### src/rtl/spq_pkg.sv
// Shared types and constants for the stable priority queue.
package spq_pkg;

  // Default sizes, handed to the top-level parameters
  localparam int unsigned CAPACITY_DEF     = 16;
  localparam int unsigned PRIO_BITS_DEF    = 8;
  localparam int unsigned PAYLOAD_BITS_DEF = 16;

  // Request field width and request codes
  localparam int unsigned REQ_W = 2;
  localparam logic [REQ_W-1:0] REQ_ENQ = 2'd0;
  localparam logic [REQ_W-1:0] REQ_DEQ = 2'd1;

  // Depth of the command queue between front and back end
  localparam int unsigned CMDQ_DEPTH = 2;

  // Classified operation
  typedef enum logic [1:0] {
    OP_ENQ,
    OP_DEQ,
    OP_QRY
  } spq_op_t;

  // Command handed from the front end to the back end
  typedef struct packed {
    logic    vld;
    spq_op_t op;
  } spq_cmd_t;

endpackage

### src/rtl/spq_front.sv
// Front end: accepts requests, classifies them and queues them for the back end.
module spq_front #(
  parameter int unsigned PRIO_BITS    = spq_pkg::PRIO_BITS_DEF,
  parameter int unsigned PAYLOAD_BITS = spq_pkg::PAYLOAD_BITS_DEF
) (
  input  logic                        clk,
  input  logic                        rst_n,
  input  logic                        start,
  output logic                        busy,
  input  logic [spq_pkg::REQ_W-1:0]   in_req_type,
  input  logic [PAYLOAD_BITS-1:0]     in_item_payload,
  input  logic [PRIO_BITS-1:0]        in_item_priority,
  output spq_pkg::spq_cmd_t           cmd,
  output logic [PAYLOAD_BITS-1:0]     cmd_payload,
  output logic [PRIO_BITS-1:0]        cmd_priority
);
  import spq_pkg::*;

  localparam int unsigned PTR_W = (CMDQ_DEPTH > 1) ? $clog2(CMDQ_DEPTH) : 1;
  localparam int unsigned CNT_W = $clog2(CMDQ_DEPTH + 1);

  spq_op_t                 op_q  [CMDQ_DEPTH];
  logic [PAYLOAD_BITS-1:0] pay_q [CMDQ_DEPTH];
  logic [PRIO_BITS-1:0]    pri_q [CMDQ_DEPTH];

  logic [PTR_W-1:0] wr_ptr_r, wr_ptr_nxt;
  logic [PTR_W-1:0] rd_ptr_r, rd_ptr_nxt;
  logic [CNT_W-1:0] cnt_r, cnt_nxt;

  logic    push;
  logic    pop;
  spq_op_t op_in;

  // Classify: codes 2 and 3, which have no named request code, both behave as a query
  always_comb begin
    case (in_req_type)
      REQ_ENQ: op_in = OP_ENQ;
      REQ_DEQ: op_in = OP_DEQ;
      default: op_in = OP_QRY;
    endcase
  end

  assign busy = (cnt_r == CNT_W'(CMDQ_DEPTH));
  assign push = start && !busy;
  // Back end retires one command every cycle while the queue is not empty
  assign pop  = (cnt_r != '0);

  always_comb begin
    wr_ptr_nxt = wr_ptr_r;
    rd_ptr_nxt = rd_ptr_r;
    cnt_nxt    = cnt_r;
    if (push) begin
      wr_ptr_nxt = (wr_ptr_r == PTR_W'(CMDQ_DEPTH - 1)) ? '0 : wr_ptr_r + 1'b1;
    end
    if (pop) begin
      rd_ptr_nxt = (rd_ptr_r == PTR_W'(CMDQ_DEPTH - 1)) ? '0 : rd_ptr_r + 1'b1;
    end
    if (push && !pop) begin
      cnt_nxt = cnt_r + 1'b1;
    end else if (pop && !push) begin
      cnt_nxt = cnt_r - 1'b1;
    end
  end

  always_ff @(posedge clk) begin
    if (!rst_n) begin
      wr_ptr_r <= '0;
      rd_ptr_r <= '0;
      cnt_r    <= '0;
    end else begin
      wr_ptr_r <= wr_ptr_nxt;
      rd_ptr_r <= rd_ptr_nxt;
      cnt_r    <= cnt_nxt;
    end
  end

  always_ff @(posedge clk) begin
    if (push) begin
      op_q[wr_ptr_r]  <= op_in;
      pay_q[wr_ptr_r] <= in_item_payload;
      pri_q[wr_ptr_r] <= in_item_priority;
    end
  end

  assign cmd.vld      = pop;
  assign cmd.op       = op_q[rd_ptr_r];
  assign cmd_payload  = pay_q[rd_ptr_r];
  assign cmd_priority = pri_q[rd_ptr_r];

  a_cnt_bound: assert property (@(posedge clk) disable iff (!rst_n)
    cnt_r <= CNT_W'(CMDQ_DEPTH))
    else $error("command queue count overflow");

  a_push_counts: assert property (@(posedge clk) disable iff (!rst_n)
    (push && !pop) |=> (cnt_r == $past(cnt_r) + 1'b1))
    else $error("accepted item not queued");

  a_pop_nonempty: assert property (@(posedge clk) disable iff (!rst_n)
    cmd.vld |-> (cnt_r != '0))
    else $error("command issued from empty queue");

endmodule

### src/rtl/spq_back.sv
// Back end: sorted slot array that executes one command per cycle and reports the result.
module spq_back #(
  parameter int unsigned CAPACITY     = spq_pkg::CAPACITY_DEF,
  parameter int unsigned PRIO_BITS    = spq_pkg::PRIO_BITS_DEF,
  parameter int unsigned PAYLOAD_BITS = spq_pkg::PAYLOAD_BITS_DEF,
  localparam int unsigned CNT_W       = $clog2(CAPACITY + 1)
) (
  input  logic                    clk,
  input  logic                    rst_n,
  input  spq_pkg::spq_cmd_t       cmd,
  input  logic [PAYLOAD_BITS-1:0] cmd_payload,
  input  logic [PRIO_BITS-1:0]    cmd_priority,
  output logic                    out_valid,
  output logic                    out_deq_valid,
  output logic [PAYLOAD_BITS-1:0] out_deq_payload,
  output logic [PAYLOAD_BITS-1:0] out_head_payload,
  output logic [PAYLOAD_BITS-1:0] out_tail_payload,
  output logic [CNT_W-1:0]        out_entry_count,
  output logic                    out_is_empty,
  output logic                    out_enq_dropped
);
  import spq_pkg::*;

  logic [PRIO_BITS-1:0]    prio_r [CAPACITY];
  logic [PAYLOAD_BITS-1:0] pay_r  [CAPACITY];
  logic [PRIO_BITS-1:0]    prio_nxt [CAPACITY];
  logic [PAYLOAD_BITS-1:0] pay_nxt  [CAPACITY];

  logic [CNT_W-1:0]        count_r, count_nxt;
  logic [PAYLOAD_BITS-1:0] tail_r, tail_nxt;
  logic                    out_valid_r, deq_valid_r, dropped_r;
  logic [PAYLOAD_BITS-1:0] deq_pay_r;

  logic [CAPACITY-1:0] le;   // occupied and served no later than the new item
  logic [CAPACITY-1:0] gt;   // occupied and served after the new item
  logic full, empty, do_enq, do_deq;

  assign full   = (count_r == CNT_W'(CAPACITY));
  assign empty  = (count_r == '0);
  assign do_enq = cmd.vld && (cmd.op == OP_ENQ) && !full;
  assign do_deq = cmd.vld && (cmd.op == OP_DEQ) && !empty;

  // Every cell compares against the incoming priority at once
  for (genvar i = 0; i < CAPACITY; i++) begin : g_cell
    logic occ;
    assign occ   = (CNT_W'(i) < count_r);
    assign le[i] = occ && (prio_r[i] <= cmd_priority);
    assign gt[i] = occ && (prio_r[i] >  cmd_priority);

    always_comb begin
      prio_nxt[i] = prio_r[i];
      pay_nxt[i]  = pay_r[i];
      if (do_enq) begin
        if (le[i]) begin
          // hold: stays ahead of the new item
        end else if (i == 0 || le[(i == 0) ? 0 : i - 1]) begin
          prio_nxt[i] = cmd_priority;
          pay_nxt[i]  = cmd_payload;
        end else begin
          prio_nxt[i] = prio_r[(i == 0) ? 0 : i - 1];
          pay_nxt[i]  = pay_r[(i == 0) ? 0 : i - 1];
        end
      end else if (do_deq && (i < CAPACITY - 1)) begin
        prio_nxt[i] = prio_r[(i < CAPACITY - 1) ? i + 1 : i];
        pay_nxt[i]  = pay_r[(i < CAPACITY - 1) ? i + 1 : i];
      end
    end

    always_ff @(posedge clk) begin
      prio_r[i] <= prio_nxt[i];
      pay_r[i]  <= pay_nxt[i];
    end
  end

  always_comb begin
    count_nxt = count_r;
    tail_nxt  = tail_r;
    if (do_enq) begin
      count_nxt = count_r + 1'b1;
      // New item lands at the back when nothing stored follows it
      if (!(|gt)) begin
        tail_nxt = cmd_payload;
      end
    end else if (do_deq) begin
      count_nxt = count_r - 1'b1;
    end
  end

  always_ff @(posedge clk) begin
    if (!rst_n) begin
      count_r     <= '0;
      out_valid_r <= 1'b0;
    end else begin
      count_r     <= count_nxt;
      out_valid_r <= cmd.vld;
    end
  end

  always_ff @(posedge clk) begin
    tail_r      <= tail_nxt;
    deq_valid_r <= do_deq;
    deq_pay_r   <= do_deq ? pay_r[0] : '0;
    dropped_r   <= cmd.vld && (cmd.op == OP_ENQ) && full;
  end

  assign out_valid        = out_valid_r;
  assign out_deq_valid    = deq_valid_r;
  assign out_deq_payload  = deq_pay_r;
  assign out_entry_count  = count_r;
  assign out_is_empty     = (count_r == '0);
  assign out_head_payload = (count_r == '0) ? '0 : pay_r[0];
  assign out_tail_payload = (count_r == '0) ? '0 : tail_r;
  assign out_enq_dropped  = dropped_r;

  a_count_bound: assert property (@(posedge clk) disable iff (!rst_n)
    count_r <= CNT_W'(CAPACITY))
    else $error("entry count above capacity");

  a_drop_when_full: assert property (@(posedge clk) disable iff (!rst_n)
    out_enq_dropped |-> (out_valid && count_r == CNT_W'(CAPACITY)))
    else $error("enqueue dropped while not full");

  a_deq_count: assert property (@(posedge clk) disable iff (!rst_n)
    do_deq |=> (count_r == $past(count_r) - 1'b1) && out_deq_valid)
    else $error("dequeue did not retire an entry");

  a_result_follows_cmd: assert property (@(posedge clk) disable iff (!rst_n)
    cmd.vld |=> out_valid)
    else $error("command produced no result");

endmodule

### src/rtl/stable_priority_queue.sv
// Top level of the stable priority queue: front end, command queue and sorted back end.
//
// Bounded priority queue of CAPACITY entries, lower priority numbers served first,
// equal priorities in arrival order. Drive start with a request (0 enqueue,
// 1 dequeue, 2 or 3 query); it is taken at a clock edge where busy is low. Every
// request yields exactly one result. out_valid rises at the edge after the accepting
// edge and stays high for one cycle. The result is taken at the edge after that. The
// receiver cannot stall it, so sample it then. The back end retires one request per
// clock: each slot of the sorted array compares its priority with the new one in
// parallel and shifts by one in the same cycle, so a steady rate of one item per
// cycle is sustained and busy stays low. busy rises only if the two-entry command
// queue between the halves fills. An enqueue to a full queue is dropped and flagged
// with out_enq_dropped. Head, tail, count and empty reflect the queue after the
// request; head and tail read 0 when empty.
module stable_priority_queue #(
  parameter int unsigned CAPACITY     = spq_pkg::CAPACITY_DEF,
  parameter int unsigned PRIO_BITS    = spq_pkg::PRIO_BITS_DEF,
  parameter int unsigned PAYLOAD_BITS = spq_pkg::PAYLOAD_BITS_DEF,
  localparam int unsigned CNT_W       = $clog2(CAPACITY + 1)
) (
  input  logic                      clk,
  input  logic                      rst_n,
  input  logic                      start,
  output logic                      busy,
  input  logic [spq_pkg::REQ_W-1:0] in_req_type,
  input  logic [PAYLOAD_BITS-1:0]   in_item_payload,
  input  logic [PRIO_BITS-1:0]      in_item_priority,
  output logic                      out_valid,
  output logic                      out_deq_valid,
  output logic [PAYLOAD_BITS-1:0]   out_deq_payload,
  output logic [PAYLOAD_BITS-1:0]   out_head_payload,
  output logic [PAYLOAD_BITS-1:0]   out_tail_payload,
  output logic [CNT_W-1:0]          out_entry_count,
  output logic                      out_is_empty,
  output logic                      out_enq_dropped
);
  import spq_pkg::*;

  spq_cmd_t                cmd;
  logic [PAYLOAD_BITS-1:0] cmd_payload;
  logic [PRIO_BITS-1:0]    cmd_priority;

  // Accept and classify requests, buffer them ahead of the slot array
  spq_front #(
    .PRIO_BITS    (PRIO_BITS),
    .PAYLOAD_BITS (PAYLOAD_BITS)
  ) u_front (
    .clk              (clk),
    .rst_n            (rst_n),
    .start            (start),
    .busy             (busy),
    .in_req_type      (in_req_type),
    .in_item_payload  (in_item_payload),
    .in_item_priority (in_item_priority),
    .cmd              (cmd),
    .cmd_payload      (cmd_payload),
    .cmd_priority     (cmd_priority)
  );

  // Execute against the sorted slots and register the result
  spq_back #(
    .CAPACITY     (CAPACITY),
    .PRIO_BITS    (PRIO_BITS),
    .PAYLOAD_BITS (PAYLOAD_BITS)
  ) u_back (
    .clk              (clk),
    .rst_n            (rst_n),
    .cmd              (cmd),
    .cmd_payload      (cmd_payload),
    .cmd_priority     (cmd_priority),
    .out_valid        (out_valid),
    .out_deq_valid    (out_deq_valid),
    .out_deq_payload  (out_deq_payload),
    .out_head_payload (out_head_payload),
    .out_tail_payload (out_tail_payload),
    .out_entry_count  (out_entry_count),
    .out_is_empty     (out_is_empty),
    .out_enq_dropped  (out_enq_dropped)
  );

endmodule
### config.mk
export PLATFORM = sky130hd
export DESIGN_NAME = stable_priority_queue
export DESIGN_NICKNAME = d
export VERILOG_FILES = /design/src/rtl/spq_pkg.sv /design/src/rtl/spq_front.sv /design/src/rtl/spq_back.sv /design/src/rtl/stable_priority_queue.sv
export SDC_FILE = /design/constraint.sdc
export NUM_CORES = 1
export LEC_CHECK = 0
export ABC_CLOCK_PERIOD_IN_PS = 5900
export BUFFER_PORTS_ARGS = -buffer_cell sky130_fd_sc_hd__buf_2
export CAP_MARGIN = 40
export CELL_PAD_IN_SITES_DETAIL_PLACEMENT = 0
export CELL_PAD_IN_SITES_GLOBAL_PLACEMENT = 1
export CORE_MARGIN = 2
export CORE_UTILIZATION = 50
export CTS_BUF_LIST = sky130_fd_sc_hd__clkbuf_16
export CTS_CLUSTER_DIAMETER = 30
export DETAILED_ROUTE_END_ITERATION = 10
export HOLD_SLACK_MARGIN = 0.1
export MAX_ROUTING_LAYER = met4
export PLACE_DENSITY_LB_ADDON = 0.1
export SYNTH_ARGS = -nofsm -noshare
export SYNTH_HDL_FRONTEND = slang
export SYNTH_SLANG_ARGS = --single-unit
### constraint.sdc
create_clock -name clk -period 5.9 [get_ports clk]
set_clock_uncertainty 0.1 [all_clocks]
set_input_delay 1.475 -clock clk [delete_from_list [all_inputs] [get_ports clk]]
set_output_delay 1.475 -clock clk [all_outputs]
set_load 0.02 [all_outputs]
After elaboration in Yosys (flattened, before gate mapping). Memories as Yosys holds them, arrays and structs flattened. A register that Yosys moved wholly into a read port is not among the register bits. Cells that the tools add are included. W data, S select, Z words.

Equal/unequal tests: 4. Reduce and logical (&&, ||, !) cells: 53. Magnitude comparators: 48. Add/sub/neg operators: 6. Bitwise operators: 1. Multiplexer cells: 141.

Operator list (count): $mux W16 (64); $mux W8 (62); $gt A8 B8 Y1 (16); $le A8 B8 Y1 (16); $logic_and A1 B1 Y1 (40); $lt A4 B5 Y1 const A (8); $lt A3 B5 Y1 const A (4); $reduce_or A16 Y1 (1); $lt A1 B5 Y1 const A (2); $lt A2 B5 Y1 const A (2); $mux W1 (10); $mux W5 (2); $reduce_bool A2 Y1 (3); $add A5 B1 Y5 const B (1); $eq A5 B5 Y1 const B (1); $logic_not A1 Y1 (5); $logic_not A5 Y1 (1); $sub A5 B1 Y5 const B (1); $eq A2 B1 Y1 const B (2); $logic_not A2 Y1 (2); $mux W2 (2); $pmux W2 S2 (1); $add A1 B1 Y1 const B (2); $add A2 B1 Y2 const B (1); 4 further kinds (4).

Memories kept: 5. RAM bits: 436. Input port bits: 29. Bits in registers: 44.

Memories: u_back.pay_r (depth 16, bits a word 16, rd ports 16, clocked after memory_dff 0, write ports 16, line spq_back.sv:25) `logic [PAYLOAD_BITS-1:0] pay_r [CAPACITY];`; u_back.prio_r (depth 16, bits a word 8, rd ports 16, clocked after memory_dff 0, write ports 16, line spq_back.sv:24) `logic [PRIO_BITS-1:0] prio_r [CAPACITY];`; u_front.pay_q (depth 2, bits a word 16, rd ports 1, clocked after memory_dff 1, write ports 1, line spq_front.sv:23) `logic [PAYLOAD_BITS-1:0] pay_q [CMDQ_DEPTH];`; u_front.pri_q (depth 2, bits a word 8, rd ports 1, clocked after memory_dff 1, write ports 1, line spq_front.sv:24) `logic [PRIO_BITS-1:0] pri_q [CMDQ_DEPTH];`; u_front.op_q (depth 2, bits a word 2, rd ports 1, clocked after memory_dff 1, write ports 1, line spq_front.sv:22) `spq_op_t op_q [CMDQ_DEPTH];`.

Longest topological paths before layout.
Depth in word-level cells: 7. Mapped depth: 14.

Cells and area by module. A second synthesis with hierarchy kept.

Cell total of the unflattened synthesis: 2297. Area total of the unflattened synthesis: 26226.4 µm².

Modules (own cells, without submodules): spq_back (times used 1, cells each 2188, area an instance 24101.9 µm²); spq_front (times used 1, cells each 109, area an instance 2124.5 µm²).

Least setup slack after synthesis. Ideal clock, no wire load.

Path kind: reg-to-reg. Start: register (tool-made name). End: memory u_back.pay_r[0][48] in the netlist's numbering (enable). Buffers on the path: 4. Data required time: 5.362 ns. Stages on the path, launching flop included: 14. Slack: 0.832 ns. Library setup time: 0.438 ns. Arrival: 4.529 ns. Cells stage by stage: dfxtp_1 -> buf_6 -> buf_2 -> mux2_2 -> clkinv_1 -> ha_1 -> nor2b_1 -> o211ai_1 -> a21oi_1 -> o22ai_1 -> nor2b_1 -> clkbuf_1 -> buf_2 -> o21ai_0.

RTL lines (line): end, declared (spq_back.sv:25).

==> flow_summary_export.csv <==
group,metric,value,unit
detailed_routing,vias_per_cell,5.67,
place,placed_cell_area,27100,µm²
detailed_routing,wl_met1,29.3,mm
synthesis,ys_warn_count,0,
detailed_routing,via_count,18943,
final_layout,final_layout_size_suffix_gt1_share,15.3,%
clock_network,postCtsHoldBufs,0,
pwr,power.density,545,nW/µm²
pwr,total_power,0.0171,W
clock_network,clk_path_buf_depth,3,
clock_network,postCtsSetupBuffers,0,
floorplanning,num_rows,83,
pwr,leakagePower,12.4,nW
final_layout,areaGrowthSynthToFinish,22.2,%
outcome,run_status,"completed",
synthesis,yosys_register_bits,481,
clock_network,cts_resized,0,
detailed_routing,routedWlPerCell,20.4,µm
clock_network,cts_sinks,481,
sta,rsz0062_at_grt,"false",
clock_network,cts_made_buffers,115,
detailed_routing,drt-initial-drc-count,1344,
synthesis,synthFlopType,"edfxtp_1",
sta,min_period,4.54,ns
sta,maxSlewHeadroom,28.2,%
place,dp_hpwl,47.9,mm
detailed_routing,drc,0,
clock_network,cts_max_level,3,
final_layout,final_cell_area,31400,µm²
floorplanning,die_area,53200,µm²
global_route,grt_util_all_layers,26.4,%
critical_path,critPathLaunchType,"flop",
place,io_buffers,86,
detailed_routing,wl_met3,2.35,mm
sta,worst_slew_pin_slew,1.08,ns
synthesis,yosysSeqAreaShare,55.1,%
final_layout,fillers,4206,
critical_path,cp_data_arrival_time,4.79,ns
critical_path,crit_family,"simple AND/OR/NAND/NOR gates",
clock_network,clock-root-buffer,"clkbuf_16",
critical_path,slowest_stage,"dfxtp_1",
flow_run,maxCapViolCount,0,
final_layout,n_antenna_cell,0,
floorplanning,dieWidth,231,µm
global_route,grt_max_degree,266,
synthesis,synth_area,25700,µm²
synthesis,synthArstFlopShare,0,%
critical_path,cp_cell_sequence,"mux2_2, clkinv_1, buf_4, ha_1, and4b_1, a211oi_1, o22ai_1, and3_1, a2111o_1, or4_1, nor4_4, buf_4",
critical_path,cp_slowest_stage_delay,0.55,ns
sta,finalHoldViolCount,0,
sta,tns,0,ns
place,routabilityCongestion,0.888,
global_route,gr-total-overflow,0,
critical_path,critPathMaxFanout,16,
clock_network,clk_latency,0.67,ns
synthesis,syn-num-nets,2593,
sta,slew_violations,0,
critical_path,crit_required,6.14,ns
detailed_routing,dr.pass1.iters,5,
floorplanning,start_util,50.3,%
critical_path,cp_common_cell,"buf_4",
pwr,max-vdd-ir-drop,0.400,mV
final_layout,layout.nets,2719,
global_route,grt_pass1_vias,19448,
detailed_routing,wl_met2,34.7,mm
floorplanning,fp.dieH,231,µm
critical_path,critPathKind,"reg -> reg",
synthesis,syn-instance-count,2432,
clock_network,cts_tree,"yes",
clock_network,path_clk_slew,0.05,ns
floorplanning,boundaryPins,87,
critical_path,cp_num_buf_inv,3,
synthesis,synth-edff-count,452,
final_layout,regArea,14200,µm²
sta,fmaxAchievable,220,MHz
sta,min_period_over_period,77.0,%
floorplanning,core,51000,µm²
global_route,antenna_found_initial,0,
synthesis,postSynthAreaPerCell,10.6,µm²
detailed_routing,top_layer,"met4",
worst_hold_path,hp-start,"u_back.pay_r[0][8]",
critical_path,cp-end-kind,"flop",
synthesis,synth_cell_type_count,60,
detailed_routing,wl,68.2,mm
sta,setup_viol,0,
final_layout,multiInputGateArea,10800,µm²
worst_hold_path,hold_path_class,"reg -> reg",
detailed_routing,ant_nets,0,
global_route,grt_pass1_wl,107,mm
==> per-layer routing <==
| layer | global-route usage (%) | up-vias |
|---|---|---|
| li1 | - | 9157 |
| met3 | 3.99 | 140 |
| met4 | 8.81 | 0 |
| met1 | 32.0 | 9281 |
| met5 | - | - |
| met2 | 45.1 | 365 |
==> cell usage after synthesis, types with 2 or more instances <==
cell type | instances | area share [%]
edfxtp_1 | 452 | 53
a211oi_1 | 8 | 0.23
nand2_1 | 486 | 7.1
nand4_1 | 24 | 0.58
clkbuf_1 | 121 | 1.8
xor2_1 | 2 | 0.068
a21o_1 | 15 | 0.44
o21ba_2 | 3 | 0.12
nor2_1 | 76 | 1.1
ha_1 | 132 | 6.4
or2_2 | 5 | 0.12
buf_6 | 2 | 0.088
nand2b_1 | 6 | 0.15
o21a_1 | 6 | 0.18
mux2i_1 | 233 | 9.1
a21boi_0 | 5 | 0.15
o22ai_1 | 7 | 0.17
and4_1 | 3 | 0.10
nor3_1 | 6 | 0.12
a21oi_1 | 102 | 2.0
nand3_1 | 6 | 0.12
and4b_1 | 6 | 0.23
nand4b_1 | 2 | 0.068
a31o_2 | 2 | 0.068
inv_1 | 25 | 0.37
dfxtp_1 | 29 | 2.3
xnor2_1 | 4 | 0.14
buf_2 | 31 | 0.60
a211o_1 | 4 | 0.14
and3_1 | 5 | 0.12
nor2b_1 | 47 | 1.1
mux2_2 | 7 | 0.31
and2_1 | 25 | 0.61
or3_1 | 3 | 0.073
buf_1 | 2 | 0.029
a22oi_1 | 2 | 0.058
clkinv_1 | 23 | 0.34
o21ai_0 | 479 | 9.3
o21ai_1 | 2 | 0.039
o211ai_1 | 11 | 0.32
a31oi_1 | 4 | 0.097
==> worst reg2reg max path: stages (launching register included) <==
cell      delay, ns
dfxtp_1        0.55
mux2_2         0.42
clkinv_1       0.28
buf_4          0.25
ha_1           0.29
and4b_1        0.20
a211oi_1       0.25
o22ai_1        0.23
and3_1         0.25
a2111o_1       0.37
or4_1          0.52
nor4_4         0.19
buf_4          0.31
==> report_power, final <==
group	total [W]	internal, W	leakage (nW)	switching (W)
registers	0.00559	0.00507	4.39	0.000520
logic	0.00468	0.00160	5.98	0.00308
clock network	0.00685	0.00473	2.07	0.00212
==> path summary, 6_finish.rpt <==
check	end	slack, ns	depth (start not counted)
hold / removal	u_back.out_deq_payload[8]	0.42	1
setup reg to reg	u_back.tail_r[7]	1.36	12
hold reg to reg	u_back.out_deq_payload[8]	0.42	1
setup / recovery	u_back.tail_r[7]	1.36	12
==> area by class of cell <==
| cell class | count | area share [%] |
|---|---|---|
| clock buffers | 116 | 9.25 |
| well taps | 680 | 2.71 |
| repair buffers | 166 | 3.53 |
| flip-flops and latches | 481 | 45.1 |
| inverters | 48 | 0.574 |
| multi-input cells | 1746 | 34.5 |
| clock inverters | 102 | 4.29 |
==> cell families (layout without fill, tap and decap cells) <==
kind of cell / after synthesis / in the layout / synth area share [%]
simple gates: 708 / 708 / 11.9
compound gates: 660 / 660 / 13.7
flops: 481 / 481 / 55.1
mux: 240 / 240 / 9.39
buf+inv: 205 / 432 / 3.22
fa+ha+maj: 132 / 132 / 6.43
xor+xnor: 6 / 6 / 0.205
==> per-stage QoR <==
stage,hold WS [ns],cells,worst slack (ns),utilization (%)
finish,0.416,3339,1.36,61.5
global route,0.438,3339,1.12,61.5
CTS,0.421,3339,1.34,61.5
detailed placement,0.415,3121,1.36,53.2
global placement,0.400,3116,1.39,53.0
floorplan,0.358,2432,0.832,-
==> registers in the layout (all words and copies together) (netlist names), named ones only <==
name / count
u_back.out_deq_valid: 1
u_back.tail_r: 16
u_front.op_q: 4
u_front.pri_q: 16
u_back.prio_r: 128
u_front.cnt_r: 2
u_front.pay_q: 32
u_back.out_entry_count: 5
u_back.out_deq_payload: 16
u_back.out_enq_dropped: 1
u_back.out_valid: 1
u_front.rd_ptr_r: 1
u_back.pay_r: 256
u_front.wr_ptr_r: 1
==> layout by cell type, fill, tap and decap left out, types with 7 or more instances in the layout <==
master	netlist	final
a211oi_1	8	8
buf_4	1	73
dfxtp_1	29	29
a21o_1	15	15
buf_2	31	86
clkinv_4	0	8
nor2_1	76	74
ha_1	132	132
o22ai_1	7	7
o21ai_0	479	468
nand4_1	24	24
inv_1	25	33
nand2_1	486	486
clkinv_1	23	35
clkinv_2	0	21
clkinvlp_4	0	12
bufinv_16	0	26
clkbuf_16	0	116
o211ai_1	11	11
a21oi_1	102	100
mux2_2	7	7
and2_1	25	25
edfxtp_1	452	452
mux2i_1	233	232
inv_6	0	10
nor2b_1	47	46
o21ai_2	0	10
(Power assumes the default switching activity.)
